`src/rtl/core/gic_pkg.sv`:
```
`default_nettype none

package gic_pkg;

   // buttons that exist on the pad; bits 10 and 11 are unused
   localparam logic [15:0] GIC_DEFINED_BUTTONS = 16'hF3FF;

   localparam logic [7:0]  GIC_TRIGGER_THRESHOLD_RESET    = 8'd30;
   localparam logic [14:0] GIC_LEFT_STICK_DEADZONE_RESET  = 15'd7849;
   localparam logic [14:0] GIC_RIGHT_STICK_DEADZONE_RESET = 15'd8689;

   localparam int GIC_QUEUE_DEPTH  = 2;
   localparam int GIC_NUM_CHANNELS = 6;

   // channel order through the shared divider
   localparam logic [2:0] GIC_CH_LEFT_TRIGGER  = 3'd0;
   localparam logic [2:0] GIC_CH_RIGHT_TRIGGER = 3'd1;
   localparam logic [2:0] GIC_CH_LEFT_X        = 3'd2;
   localparam logic [2:0] GIC_CH_LEFT_Y        = 3'd3;
   localparam logic [2:0] GIC_CH_RIGHT_X       = 3'd4;
   localparam logic [2:0] GIC_CH_RIGHT_Y       = 3'd5;
   localparam logic [2:0] GIC_LAST_CHANNEL     = GIC_CH_RIGHT_Y;

   // two quotient bits per cycle, sixteen bits in all
   localparam logic [2:0] GIC_LAST_STEP = 3'd7;

   typedef struct packed {
      logic [7:0]  trigger_threshold;
      logic [14:0] left_stick_deadzone;
      logic [14:0] right_stick_deadzone;
   } cfg_type;

   typedef struct packed {
      logic [15:0]        buttons;
      logic [7:0]         left_trigger_raw;
      logic [7:0]         right_trigger_raw;
      logic signed [15:0] left_x_raw;
      logic signed [15:0] left_y_raw;
      logic signed [15:0] right_x_raw;
      logic signed [15:0] right_y_raw;
      logic               keyboard_activity;
   } req_type;

   typedef struct packed {
      logic [15:0]        pressed_mask;
      logic [15:0]        released_mask;
      logic [15:0]        left_trigger_value;
      logic [15:0]        right_trigger_value;
      logic signed [15:0] left_x_value;
      logic signed [15:0] left_y_value;
      logic signed [15:0] right_x_value;
      logic signed [15:0] right_y_value;
      logic [3:0]         report_flags;
      logic [1:0]         device_switch;
      logic               active_device;
   } rsp_type;

   // one rescaling job: dividend already carries the full-scale factor
   typedef struct packed {
      logic        zero;
      logic        sat;
      logic        neg;
      logic [29:0] dividend;
      logic [14:0] divisor;
   } chan_type;

   typedef struct packed {
      logic [15:0]                          pressed;
      logic [15:0]                          released;
      logic                                 keyboard;
      chan_type [GIC_NUM_CHANNELS-1:0]      chan;
   } job_type;

   typedef struct packed {
      logic empty;
      logic full;
   } queue_status_type;

   typedef enum logic [1:0] {
      B_IDLE,
      B_LOAD,
      B_DIV,
      B_FINISH
   } back_state_type;

endpackage

`default_nettype wire

```
`src/rtl/core/gamepad_input_conditioner.sv`:
```
// the poll rate is set by the shared divider, which runs the six channels in turn
// (a load step, then the divide steps, for each); the back also picks up the job
// before the channels and hands over the result after them, once the output register is free
// the front takes a new poll while the back works, until the job queue is full
// reset (synchronous, active high) clears button history, activity flags, the
// last device (keyboard and mouse), the queue and the output valid flag; registers go to defaults
`default_nettype none

module gamepad_input_conditioner import gic_pkg::*; #(
   parameter int QUEUE_DEPTH = GIC_QUEUE_DEPTH
) (
   input  wire logic        clock,
   input  wire logic        reset,
   // poll input
   input  wire logic        req_valid,
   output logic             req_stall,
   input  wire req_type     req_data,
   // conditioned result
   output logic             rsp_valid,
   input  wire logic        rsp_stall,
   output rsp_type          rsp_data,
   // register port
   input  wire logic        csr_psel,
   input  wire logic        csr_penable,
   input  wire logic        csr_pwrite,
   input  wire logic [3:0]  csr_paddr,
   input  wire logic [31:0] csr_pwdata,
   output logic [31:0]      csr_prdata,
   output logic             csr_pready
);

   // register indexes, word addressed
   localparam logic [1:0] REG_TRIGGER_THRESHOLD    = 2'd0;
   localparam logic [1:0] REG_LEFT_STICK_DEADZONE  = 2'd1;
   localparam logic [1:0] REG_RIGHT_STICK_DEADZONE = 2'd2;

   cfg_type          cfg_ff, cfg_in;
   logic             csr_write;
   logic             push;
   job_type          push_job;
   job_type          head;
   logic             pop;
   queue_status_type q_status;

   // register file: the user must write it only while the block is idle; the block does not enforce this
   assign csr_pready = 1'b1;
   assign csr_write  = csr_psel && csr_penable && csr_pwrite;

   always_comb begin
      cfg_in = cfg_ff;
      if (csr_write) begin
         unique case (csr_paddr[3:2])
            REG_TRIGGER_THRESHOLD:    cfg_in.trigger_threshold    = csr_pwdata[7:0];
            REG_LEFT_STICK_DEADZONE:  cfg_in.left_stick_deadzone  = csr_pwdata[14:0];
            REG_RIGHT_STICK_DEADZONE: cfg_in.right_stick_deadzone = csr_pwdata[14:0];
            default: begin
               // unmapped word, write ignored
               cfg_in = cfg_ff;
            end
         endcase
      end
   end

   always_ff @(posedge clock) begin
      if (reset) begin
         cfg_ff.trigger_threshold    <= GIC_TRIGGER_THRESHOLD_RESET;
         cfg_ff.left_stick_deadzone  <= GIC_LEFT_STICK_DEADZONE_RESET;
         cfg_ff.right_stick_deadzone <= GIC_RIGHT_STICK_DEADZONE_RESET;
      end else begin
         cfg_ff <= cfg_in;
      end
   end

   always_comb begin
      unique case (csr_paddr[3:2])
         REG_TRIGGER_THRESHOLD:    csr_prdata = 32'(cfg_ff.trigger_threshold);
         REG_LEFT_STICK_DEADZONE:  csr_prdata = 32'(cfg_ff.left_stick_deadzone);
         REG_RIGHT_STICK_DEADZONE: csr_prdata = 32'(cfg_ff.right_stick_deadzone);
         default:                  csr_prdata = '0;
      endcase
   end

   // front: button edges, dead zone tests and dividend set-up on each transfer
   gic_front u_front (
      .clock      (clock),
      .reset      (reset),
      .req_valid  (req_valid),
      .req_stall  (req_stall),
      .req_data   (req_data),
      .cfg        (cfg_ff),
      .queue_full (q_status.full),
      .push       (push),
      .job        (push_job)
   );

   // short job queue decoupling the front from the divider
   gic_queue #(
      .DEPTH (QUEUE_DEPTH)
   ) u_queue (
      .clock    (clock),
      .reset    (reset),
      .push     (push),
      .push_job (push_job),
      .pop      (pop),
      .head     (head),
      .status   (q_status)
   );

   // back: shared divider over six channels, report flags, device tracking,
   // output register so a finished result can wait while the next job runs
   gic_back u_back (
      .clock     (clock),
      .reset     (reset),
      .head      (head),
      .q_status  (q_status),
      .pop       (pop),
      .rsp_valid (rsp_valid),
      .rsp_stall (rsp_stall),
      .rsp_data  (rsp_data)
   );

endmodule

`default_nettype wire

```
`src/rtl/core/gic_front.sv`:
```
`default_nettype none

module gic_front import gic_pkg::*; (
   input  wire logic    clock,
   input  wire logic    reset,
   input  wire logic    req_valid,
   output logic         req_stall,
   input  wire req_type req_data,
   input  wire cfg_type cfg,
   input  wire logic    queue_full,
   output logic         push,
   output job_type      job
);

   logic [15:0] prev_buttons_ff;
   logic [15:0] prev_buttons_in;
   logic [15:0] delta;

   function automatic chan_type trigger_chan(input logic [7:0] raw, input logic [7:0] thr);
      logic [7:0]  n;
      logic [23:0] prod;
      chan_type    c;
      n          = raw - thr;
      prod       = {n, 16'h0000} - 24'(n);
      c.zero     = (raw <= thr);
      c.sat      = 1'b0;
      c.neg      = 1'b0;
      c.dividend = 30'(prod);
      c.divisor  = 15'(8'hFF - thr);
      return c;
   endfunction

   function automatic chan_type axis_chan(input logic [15:0] raw, input logic [14:0] dz);
      logic [15:0] mag;
      logic [15:0] n;
      logic [30:0] prod;
      chan_type    c;
      mag        = raw[15] ? 16'(~raw + 16'd1) : raw;
      n          = mag - {1'b0, dz};
      prod       = {n, 15'h0000} - 31'(n);
      c.zero     = (mag <= {1'b0, dz});
      // full-scale magnitude or widest dead zone: result pins at full scale
      c.sat      = !c.zero && ((mag == 16'h8000) || (dz == 15'h7FFF));
      c.neg      = raw[15];
      c.dividend = prod[29:0];
      c.divisor  = 15'h7FFF - dz;
      return c;
   endfunction

   assign req_stall = queue_full;
   assign push      = req_valid && !queue_full;

   assign delta = req_data.buttons ^ prev_buttons_ff;

   always_comb begin
      job.pressed  = delta & req_data.buttons & GIC_DEFINED_BUTTONS;
      job.released = delta & prev_buttons_ff & GIC_DEFINED_BUTTONS;
      job.keyboard = req_data.keyboard_activity;
      job.chan[GIC_CH_LEFT_TRIGGER]  = trigger_chan(req_data.left_trigger_raw,
                                                    cfg.trigger_threshold);
      job.chan[GIC_CH_RIGHT_TRIGGER] = trigger_chan(req_data.right_trigger_raw,
                                                    cfg.trigger_threshold);
      job.chan[GIC_CH_LEFT_X]  = axis_chan(req_data.left_x_raw, cfg.left_stick_deadzone);
      job.chan[GIC_CH_LEFT_Y]  = axis_chan(req_data.left_y_raw, cfg.left_stick_deadzone);
      job.chan[GIC_CH_RIGHT_X] = axis_chan(req_data.right_x_raw, cfg.right_stick_deadzone);
      job.chan[GIC_CH_RIGHT_Y] = axis_chan(req_data.right_y_raw, cfg.right_stick_deadzone);
   end

   assign prev_buttons_in = push ? req_data.buttons : prev_buttons_ff;

   always_ff @(posedge clock) begin
      if (reset) begin
         prev_buttons_ff <= '0;
      end else begin
         prev_buttons_ff <= prev_buttons_in;
      end
   end

endmodule

`default_nettype wire

```
`src/rtl/core/gic_queue.sv`:
```
`default_nettype none

module gic_queue import gic_pkg::*; #(
   parameter int DEPTH = GIC_QUEUE_DEPTH
) (
   input  wire logic      clock,
   input  wire logic      reset,
   input  wire logic      push,
   input  wire job_type   push_job,
   input  wire logic      pop,
   output job_type        head,
   output queue_status_type status
);

   localparam int PTR_W = (DEPTH > 1) ? $clog2(DEPTH) : 1;
   localparam int CNT_W = $clog2(DEPTH + 1);
   localparam logic [PTR_W-1:0] LAST_PTR = PTR_W'(DEPTH - 1);
   localparam logic [CNT_W-1:0] FULL_CNT = CNT_W'(DEPTH);

   job_type           mem_ff [DEPTH];
   logic [PTR_W-1:0]  wr_ptr_ff, wr_ptr_in;
   logic [PTR_W-1:0]  rd_ptr_ff, rd_ptr_in;
   logic [CNT_W-1:0]  count_ff, count_in;

   assign status.empty = (count_ff == '0);
   assign status.full  = (count_ff == FULL_CNT);
   assign head         = mem_ff[rd_ptr_ff];

   always_comb begin
      wr_ptr_in = wr_ptr_ff;
      rd_ptr_in = rd_ptr_ff;
      count_in  = count_ff;
      if (push) begin
         wr_ptr_in = (wr_ptr_ff == LAST_PTR) ? '0 : wr_ptr_ff + PTR_W'(1);
      end
      if (pop) begin
         rd_ptr_in = (rd_ptr_ff == LAST_PTR) ? '0 : rd_ptr_ff + PTR_W'(1);
      end
      if (push && !pop) begin
         count_in = count_ff + CNT_W'(1);
      end else if (pop && !push) begin
         count_in = count_ff - CNT_W'(1);
      end
   end

   always_ff @(posedge clock) begin
      if (reset) begin
         wr_ptr_ff <= '0;
         rd_ptr_ff <= '0;
         count_ff  <= '0;
      end else begin
         wr_ptr_ff <= wr_ptr_in;
         rd_ptr_ff <= rd_ptr_in;
         count_ff  <= count_in;
      end
   end

   always_ff @(posedge clock) begin
      if (push) begin
         mem_ff[wr_ptr_ff] <= push_job;
      end
   end

endmodule

`default_nettype wire

```
`src/rtl/core/gic_back.sv`:
```
`default_nettype none

module gic_back import gic_pkg::*; (
   input  wire logic             clock,
   input  wire logic             reset,
   input  wire job_type          head,
   input  wire queue_status_type q_status,
   output logic                  pop,
   output logic                  rsp_valid,
   input  wire logic             rsp_stall,
   output rsp_type               rsp_data
);

   back_state_type state_ff, state_in;
   logic [2:0]     ch_ff, ch_in;
   logic [2:0]     step_ff, step_in;
   logic [14:0]    rem_ff, rem_in;
   logic [15:0]    lo_ff, lo_in;
   logic [15:0]    q_ff, q_in;
   logic [GIC_NUM_CHANNELS-1:0][15:0] res_ff;
   logic [3:0]     was_ff, was_in;
   logic           last_dev_ff, last_dev_in;
   logic           out_valid_ff, out_valid_in;
   rsp_type        out_ff, out_in;

   chan_type       cur;
   logic [15:0]    r1, r1s, r2, r2s, d16;
   logic           ge1, ge2;
   logic [15:0]    q_next;
   logic [15:0]    mag;
   logic [15:0]    chan_value;
   logic           res_wr;
   logic           out_load;
   logic [3:0]     nz;
   logic [3:0]     flags;
   logic           kb_sw, gp_sw, dev_mid;

   assign cur = head.chan[ch_ff];

   // restoring division, two quotient bits per cycle
   assign d16    = {1'b0, cur.divisor};
   assign r1     = {rem_ff, lo_ff[15]};
   assign ge1    = (r1 >= d16);
   assign r1s    = ge1 ? r1 - d16 : r1;
   assign r2     = {r1s[14:0], lo_ff[14]};
   assign ge2    = (r2 >= d16);
   assign r2s    = ge2 ? r2 - d16 : r2;
   assign q_next = {q_ff[13:0], ge1, ge2};

   assign mag        = cur.zero ? 16'h0000 : (cur.sat ? 16'h7FFF : q_next);
   assign chan_value = cur.neg ? 16'(~mag + 16'd1) : mag;

   always_comb begin
      state_in = state_ff;
      ch_in    = ch_ff;
      step_in  = step_ff;
      rem_in   = rem_ff;
      lo_in    = lo_ff;
      q_in     = q_ff;
      res_wr   = 1'b0;
      pop      = 1'b0;
      out_load = 1'b0;
      unique case (state_ff)
         B_IDLE: begin
            if (!q_status.empty) begin
               state_in = B_LOAD;
            end
         end
         B_LOAD: begin
            rem_in   = 15'(cur.dividend[29:16]);
            lo_in    = cur.dividend[15:0];
            q_in     = '0;
            step_in  = '0;
            state_in = B_DIV;
         end
         B_DIV: begin
            rem_in  = r2s[14:0];
            lo_in   = {lo_ff[13:0], 2'b00};
            q_in    = q_next;
            step_in = step_ff + 3'd1;
            if (step_ff == GIC_LAST_STEP) begin
               res_wr = 1'b1;
               if (ch_ff == GIC_LAST_CHANNEL) begin
                  ch_in    = '0;
                  state_in = B_FINISH;
               end else begin
                  ch_in    = ch_ff + 3'd1;
                  state_in = B_LOAD;
               end
            end
         end
         B_FINISH: begin
            if (!out_valid_ff || !rsp_stall) begin
               out_load = 1'b1;
               pop      = 1'b1;
               state_in = B_IDLE;
            end
         end
         default: begin
            state_in = B_IDLE;
         end
      endcase
   end

   // report flags and device tracking
   always_comb begin
      nz[0]   = (res_ff[GIC_CH_LEFT_TRIGGER] != '0);
      nz[1]   = (res_ff[GIC_CH_RIGHT_TRIGGER] != '0);
      nz[2]   = ((res_ff[GIC_CH_LEFT_X] | res_ff[GIC_CH_LEFT_Y]) != '0);
      nz[3]   = ((res_ff[GIC_CH_RIGHT_X] | res_ff[GIC_CH_RIGHT_Y]) != '0);
      flags   = nz | was_ff;
      kb_sw   = head.keyboard && last_dev_ff;
      dev_mid = kb_sw ? 1'b0 : last_dev_ff;
      gp_sw   = ((head.pressed != '0) || (head.released != '0) || (flags != '0))
                && !dev_mid;

      out_in.pressed_mask        = head.pressed;
      out_in.released_mask       = head.released;
      out_in.left_trigger_value  = res_ff[GIC_CH_LEFT_TRIGGER];
      out_in.right_trigger_value = res_ff[GIC_CH_RIGHT_TRIGGER];
      out_in.left_x_value        = res_ff[GIC_CH_LEFT_X];
      out_in.left_y_value        = res_ff[GIC_CH_LEFT_Y];
      out_in.right_x_value       = res_ff[GIC_CH_RIGHT_X];
      out_in.right_y_value       = res_ff[GIC_CH_RIGHT_Y];
      out_in.report_flags        = flags;
      out_in.device_switch       = {gp_sw, kb_sw};
      out_in.active_device       = gp_sw ? 1'b1 : dev_mid;

      was_in       = out_load ? nz : was_ff;
      last_dev_in  = out_load ? out_in.active_device : last_dev_ff;
      out_valid_in = out_load ? 1'b1 : (rsp_stall ? out_valid_ff : 1'b0);
   end

   always_ff @(posedge clock) begin
      if (reset) begin
         state_ff     <= B_IDLE;
         ch_ff        <= '0;
         step_ff      <= '0;
         was_ff       <= '0;
         last_dev_ff  <= 1'b0;
         out_valid_ff <= 1'b0;
      end else begin
         state_ff     <= state_in;
         ch_ff        <= ch_in;
         step_ff      <= step_in;
         was_ff       <= was_in;
         last_dev_ff  <= last_dev_in;
         out_valid_ff <= out_valid_in;
      end
   end

   always_ff @(posedge clock) begin
      rem_ff <= rem_in;
      lo_ff  <= lo_in;
      q_ff   <= q_in;
      if (res_wr) begin
         res_ff[ch_ff] <= chan_value;
      end
      if (out_load) begin
         out_ff <= out_in;
      end
   end

   assign rsp_valid = out_valid_ff;
   assign rsp_data  = out_ff;

   a_busy_needs_job: assert property (@(posedge clock) disable iff (reset)
      (state_ff != B_IDLE) |-> !q_status.empty)
      else $error("back busy with no job at queue head");

   a_channel_range: assert property (@(posedge clock) disable iff (reset)
      ch_ff <= GIC_LAST_CHANNEL)
      else $error("channel counter out of range");

   a_gamepad_switch: assert property (@(posedge clock) disable iff (reset)
      (out_valid_ff && out_ff.device_switch[1]) |-> out_ff.active_device)
      else $error("gamepad switch without gamepad active");

   a_keyboard_switch: assert property (@(posedge clock) disable iff (reset)
      (out_valid_ff && (out_ff.device_switch == 2'b01)) |-> !out_ff.active_device)
      else $error("keyboard switch without keyboard active");

   a_result_from_finish: assert property (@(posedge clock) disable iff (reset)
      $rose(out_valid_ff) |-> ($past(state_ff) == B_FINISH))
      else $error("result raised outside finish state");

endmodule

`default_nettype wire
```
`config.mk`:
```
export PLATFORM = sky130hd
export DESIGN_NAME = gamepad_input_conditioner
export DESIGN_NICKNAME = d
export VERILOG_FILES = /design/src/rtl/core/gic_pkg.sv /design/src/rtl/core/gamepad_input_conditioner.sv /design/src/rtl/core/gic_front.sv /design/src/rtl/core/gic_queue.sv /design/src/rtl/core/gic_back.sv
export SDC_FILE = /design/constraint.sdc
export NUM_CORES = 1
export LEC_CHECK = 0
export CAP_MARGIN = 10
export CORE_UTILIZATION = 65
export DETAILED_ROUTE_END_ITERATION = 6
export DONT_BUFFER_PORTS = 1
export HOLD_SLACK_MARGIN = 0.02
export PLACE_DENSITY = 0.81
export REMOVE_ABC_BUFFERS = 1
export SYNTH_ARGS = -nofsm -noshare
export SYNTH_HDL_FRONTEND = slang
export SYNTH_HIERARCHICAL = 1
export SYNTH_SLANG_ARGS = --single-unit
```
`constraint.sdc`:
```
create_clock -name clock -period 23.3 [get_ports clock]
set_input_delay 0 -clock clock [delete_from_list [all_inputs] [get_ports clock]]
set_output_delay 0 -clock clock [all_outputs]
set_load 0.005 [all_outputs]
```
# Yosys cells after proc, flatten, opt, wreduce, memory -nomap -nowiden
# Memories as Yosys holds them, arrays and structs flattened. A register that Yosys moved wholly into a read port is not among the register bits.
# Index checks and enable logic that the tools add are counted.
# word_totals
output_inout_bits	170
inputBits	140
ramBits	602
memories	1
reg_bits	348
# classes
mux	41
n_eq_ne	18
n_addsub	28
n_lt_le_gt_ge	10
bitwise_logic	11
n_reduce_logical	46
# mem_list
name	words	width	read_ports	rd_ports_with_merged_regs	write_ports	line	rtl
u_queue.mem_ff	2	301	1	1	1	gic_queue.sv:20	job_type mem_ff [DEPTH];
# ops
operator	count
48-bit binary-select mux with 3-bit select	1
16-bit 2-to-1 mux	8
30-bit by 16-bit subtractor with 30-bit output	4
96-bit bitwise mux	1
16-bit nonzero test	6
16-bit by 1-bit adder with 16-bit output, second input constant	5
16-bit NOT	5
16-bit equality test, second input constant	4
16-bit by 15-bit less-or-equal comparator with 1-bit output	4
16-bit by 15-bit subtractor with 16-bit output	4
16-bit demux with 3-bit select	1
48-bit 2-to-1 mux	1
24-bit by 8-bit subtractor with 24-bit output	2
15-bit case mux with 3 select lines	1
16-bit bitwise AND	2
16-bit by 15-bit >= comparator with 1-bit output	2
16-bit bitwise OR	2
16-bit case mux with 2 select lines	1
15-bit equality test, second input constant	2
15-bit 2-to-1 mux	2
15-bit case mux with 2 select lines	1
15-bit subtractor	2
15-bit subtractor, first input constant	2
14-bit case mux with 2 select lines	1
other kinds (29)	90

# Logic depth before layout (Yosys ltp)
# depth
word_depth	11
ltp_mapped	30
mapped_depth_nobuf	24

# Cells and area by module
# Netlist, hierarchy kept.
# modules_own_cells
mod	seq_area_each_um2	cells_per_inst	n_inst	area_each_um2
gic_queue	19378.6	1021	1	23628.9
gic_back	8568.2	1018	1	14151.1
gic_front	280.3	1406	1	9726.8
gamepad_input_conditioner	760.7	218	1	1993.2

# Worst setup path before layout
# OpenSTA, ideal clock, no wires.
# synth_path
path_kind	reg2reg
start	reg u_queue.count_ff[0]
end	mem u_queue/mem_ff[0][0] in the netlist's numbering, enable pin
n_path_buf	1
slack_ps	7009
stages_incl_launch_ff	6
synth_period_minus_slack_ps	16291
setup_ps	1049
required_ps	22251
arrival_time_ps	15242
cell_sequence	dfxtp_1 -> nor2b_1 -> nand2b_1 -> inv_1 -> buf_1 -> nor2b_1
# synth_lines
element	line	rtl
start: declaration	gic_queue.sv:23	logic [CNT_W-1:0] count_ff, count_in;
start signal: assignment	gic_queue.sv:54	count_ff <= count_in;
end: declaration	gic_queue.sv:20	

==> key figures <==
Setup path
  • Setup slack of the worst register-to-register path: 13320 ps
  • Worst Setup End Kind: register
  • Maximum fanout encountered on the critical timing path: between 150 and 200
  • Sort of element at the start of the critical path: register
  • Cell type with the highest occurrence count on the critical path: sky130_fd_sc_hd__a21oi_1
  • CP arrival: between 10000 and 15000 ps
  • Data required, critical path: ~24000 ps
  • Critical path, cell by cell: buf_12 > mux2_2 > mux4_2 > a21oi_1 > fa_1 > a211oi_1 > o21ai_0 > a311oi_2 > o21ai_2 > mux2_2 > ha_1 > a21oi_1 > o21ai_0 > o311ai_0 > nand2_1 > a211oi_2 > buf_4 > a21o_1 > ha_1 > a21oi_1 > o31ai_1
  • Peak per-stage delay on the critical path: about 930 ps
  • Cell with the largest stage delay on the worst path: sky130_fd_sc_hd__dfxtp_4
  • Total buffers and inverters traversed by the critical path: 2
  • Top cell family by delay on the critical path: compound AO/OA/AOI/OAI gates
  • Worst setup path category: reg2reg

Timing
  • Total Negative Setup Slacks: 0 ps
  • Post-route worst setup slack: between 10000 and 15000 ps
  • Top achievable clock speed: around 0.1 GHz
  • Hold Vio Cnt, Final: 0
  • Least-Margin Pin Slew: 1220 ps
  • Number of pins with negative max-slew slack in the final report: 0
  • Hold Slack: around 35 ps
  • Fraction of the cycle the final worst path needs: 0.428
  • RSZ-0062 raised after global routing: no
  • Shortest clock period the worst path allows after layout: between 9000 and 10000 ps
  • Max Clock Skew: about 28 ps
  • Worst relative slew slack: 0.179
  • Final number of setup-violating endpoints: 0

Layout
  • Flip-flop and latch area: ~29000 um2
  • Post-layout instance count excluding filler cells: roughly 4800
  • Area growth from synthesis to layout: 8.82%
  • Multi-input gate area in the final layout: ~19000 um2
  • Post-route cell area: ~54000 um2
  • Total number of nets in the final design: around 4000
  • Share of post-route cells with drive strength above 1: 0.165
  • Final core utilization: 0.719
  • Layout fillers: about 4800

Detailed routing
  • Drt drc: 0
  • Routed wire per std cell: 24.1 um
  • Routed vias/inst: about 6.4
  • Number of DRC markers after the initial detailed-route iteration: just over 3000
  • First drt pass iteration count: 6
  • Routed via count: a little over 30000
  • Number of nets still failing antenna checks after routing: 0
  • Total Routed Length: between 100000 and 150000 um

Placement
  • Detailed-placement wirelength estimate: ~78000 um
  • Placement Cell Area: between 40000 and 50000 um2
  • Final GP Congestion: 0.956
  • Count of port buffers added during placement: 0
  • Cell count after placement: approximately 4500
  • Worst slack after detailed placement: 13510 ps

Floorplan
  • Initial cell density of the core: 0.660
  • I/O pin count: between 300 and 400
  • Die extent in y: about 280 um
  • X dimension of the die: around 280 um
  • Number of rows created at floorplan: 100
  • Floorplan core area: around 75000 um2
  • Die area: 77300 um2

Clocking
  • CTS H-Tree Depth: 3
  • TritonCTS clock tree: yes
  • Number of buffers added by the clock tree synthesis step: 97
  • Clk_lat worst skew: between 600 and 700 ps
  • Library cell used as clock root buffer: sky130_fd_sc_hd__clkbuf_16
  • Buffer depth of the longest clock path: 3
  • Number of instances resized during post-cts repair: 0
  • Clock slew seen by the registers of the worst setup and hold paths: approximately 60 ps
  • CTS sink cnt: roughly 1000

GRT
  • GR Util met3: 0.0484
  • Global Route Usage Sum: 0.293
  • Antenna violations before repair: 1
  • GR peak layer: met2
  • Maximum number of pins on one net before global-route repair: 152
  • Met2 Usage GRT: 0.470
  • GR Util met1: 0.395
  • Global-route wire length before repair: ~170000 um
  • Number of global-route vias before repair: between 20000 and 30000
  • Overall overflow remaining after global route: 0

Synthesis
  • Synth Warn #: 6
  • Cell types occupying the most area after synthesis: sky130_fd_sc_hd__edfxtp_1 56%, sky130_fd_sc_hd__mux2_2 6.9%, sky130_fd_sc_hd__ha_1 3.4%
  • Most numerous cell types in the synthesized netlist: 918 x sky130_fd_sc_hd__edfxtp_1, 303 x sky130_fd_sc_hd__mux2_2, 222 x sky130_fd_sc_hd__nor2_1
  • Count of different cell masters after synthesis: approximately 110
  • Synthesized flop and latch total: between 900 and 1000
  • Post-synthesis cell area: between 40000 and 50000 um2
  • Post-Synthesis Mean Instance Area: about 14 um2
  • Post-synthesis instance total: 3663
  • Proportion of register bits with asynchronous set or reset after synthesis: 0
  • Leading area contributor after synthesis: sky130_fd_sc_hd__edfxtp_1
  • Leading cell type by number of instances after synthesis: sky130_fd_sc_hd__edfxtp_1
  • EDFF count, synth: a little over 900
  • Portion of synthesized cell area occupied by the leading cell type: 0.557
  • Flip-flop cell with the highest count after synthesis: sky130_fd_sc_hd__edfxtp_1
  • Sequential fraction of the synthesis area: 0.586

Pwr
  • Max rail drop VDD: 84.7 uV
  • Leakage component of the power: approximately 18 nW
  • Power density cells: 101 nW/um2
  • Overall power after layout: ~5.4 mW

Run status
  • Outcome: finished clean

Flow run
  • Max-capacitance violation count: 0

Min path
  • Class of the tightest hold or removal check: in2reg
worst min-delay path, delay by kind of cell:
kind | cells | cell delay [ps]
compound gates | 1 | 60
simple gates | 2 | 580
layer usage:
| metal | vias to the layer above | part of all wire |
|---|---|---|
| met4 | 2 | 0.045 |
| met5 | - | 0.00010 |
| met3 | 227 | 0.081 |
| met1 | 15000 | 0.40 |
| li1 | 13900 | - |
| met2 | 1471 | 0.47 |
power by group:
part	leakage (nW)	internal, mW	switching (mW)
logic	7.75	0.569	0.925
registers	8.82	2.30	0.0855
clock network	1.55	0.888	0.664
total	18.1	3.75	1.67
flip-flops by register name, summed over array words and instances (netlist names), named ones only:
register / flops
u_queue/count_ff: 2
u_back/step_ff: 3
cfg_ff: 38
u_front/prev_buttons_ff: 14
u_back/state_ff: 2
u_back/rem_ff: 15
u_back/ch_ff: 3
u_back/rsp_data: 135
u_queue/wr_ptr_ff: 1
u_queue/rd_ptr_ff: 1
u_back/last_dev_ff: 1
u_back/out_in: 96
u_queue/mem_ff: 642
u_back/rsp_valid: 1
u_back/lo_ff: 16
u_back/was_ff: 4
u_back/q_ff: 14
cell families after synthesis:
group / after synthesis / share of synthesized area
DFF: 989 / 0.586
and+or+nand+nor: 896 / 0.0954
AOI/OAI and AO/OA: 540 / 0.0743
muxes: 490 / 0.123
buffers and inverters: 361 / 0.0408
xor gates and xnor gates: 240 / 0.0426
adders and majority gates: 144 / 0.0376
other: 3 / 0.000227
path summary, 6_finish.rpt:
kind,startpoint,endpoint,cells past startpoint
setup / recovery,register,u_back/out_in[31]$_DFFE_PP_,21
hold / removal,req_valid,u_front/prev_buttons_ff[12]$_SDFFE_PP0P_,3
setup reg to reg,register,u_back/out_in[31]$_DFFE_PP_,21
hold reg to reg,u_back/out_in[84]$_DFFE_PP_,u_back/rsp_data[84]$_DFFE_PP_,0
what timing repair did:
item	4_1_cts	5_1_grt
buffers inserted	0	0
hold buffers	100	0
hold endpoints to repair	189	0
area by class of cell:
type                       instances  share of cell area
sequential                       989               0.538
multi-input combinational       2362               0.348
clock buffer                     128              0.0493
timing repair buffer             134              0.0239
tap                              969              0.0225
clock inverter                    49             0.00957
inverter                         125             0.00871
antenna                            2           0.0000929
placed cells by master (no fill, tap or decap), types with 22 or more instances in the layout:
cell                              n
sky130_fd_sc_hd__o21a_1          27
sky130_fd_sc_hd__nand3_1         61
sky130_fd_sc_hd__clkbuf_1        22
sky130_fd_sc_hd__nor2b_1         52
sky130_fd_sc_hd__nor3_1          67
sky130_fd_sc_hd__dfxtp_1         68
sky130_fd_sc_hd__and2_1          24
sky130_fd_sc_hd__mux2i_1         82
sky130_fd_sc_hd__a221oi_1        26
sky130_fd_sc_hd__mux4_2          48
sky130_fd_sc_hd__nand4_1         50
sky130_fd_sc_hd__xor2_1          72
sky130_fd_sc_hd__o31ai_1         30
sky130_fd_sc_hd__or4_1           23
sky130_fd_sc_hd__conb_1          52
sky130_fd_sc_hd__buf_4           32
sky130_fd_sc_hd__o21ai_0         87
sky130_fd_sc_hd__clkbuf_16       99
sky130_fd_sc_hd__a21oi_1        147
sky130_fd_sc_hd__inv_1          123
sky130_fd_sc_hd__a21o_1          33
sky130_fd_sc_hd__ha_1           134
sky130_fd_sc_hd__nand2b_1        64
sky130_fd_sc_hd__or3_1           37
sky130_fd_sc_hd__xnor2_1        167
sky130_fd_sc_hd__mux2_4          40
sky130_fd_sc_hd__mux2_2         303
sky130_fd_sc_hd__edfxtp_1       918
sky130_fd_sc_hd__nand2_1        163
sky130_fd_sc_hd__nor2_1         221
sky130_fd_sc_hd__dlygate4sd3_1   99
sky130_fd_sc_hd__nor4_1          55
Note: power is estimated with default switching activity, not from simulation.
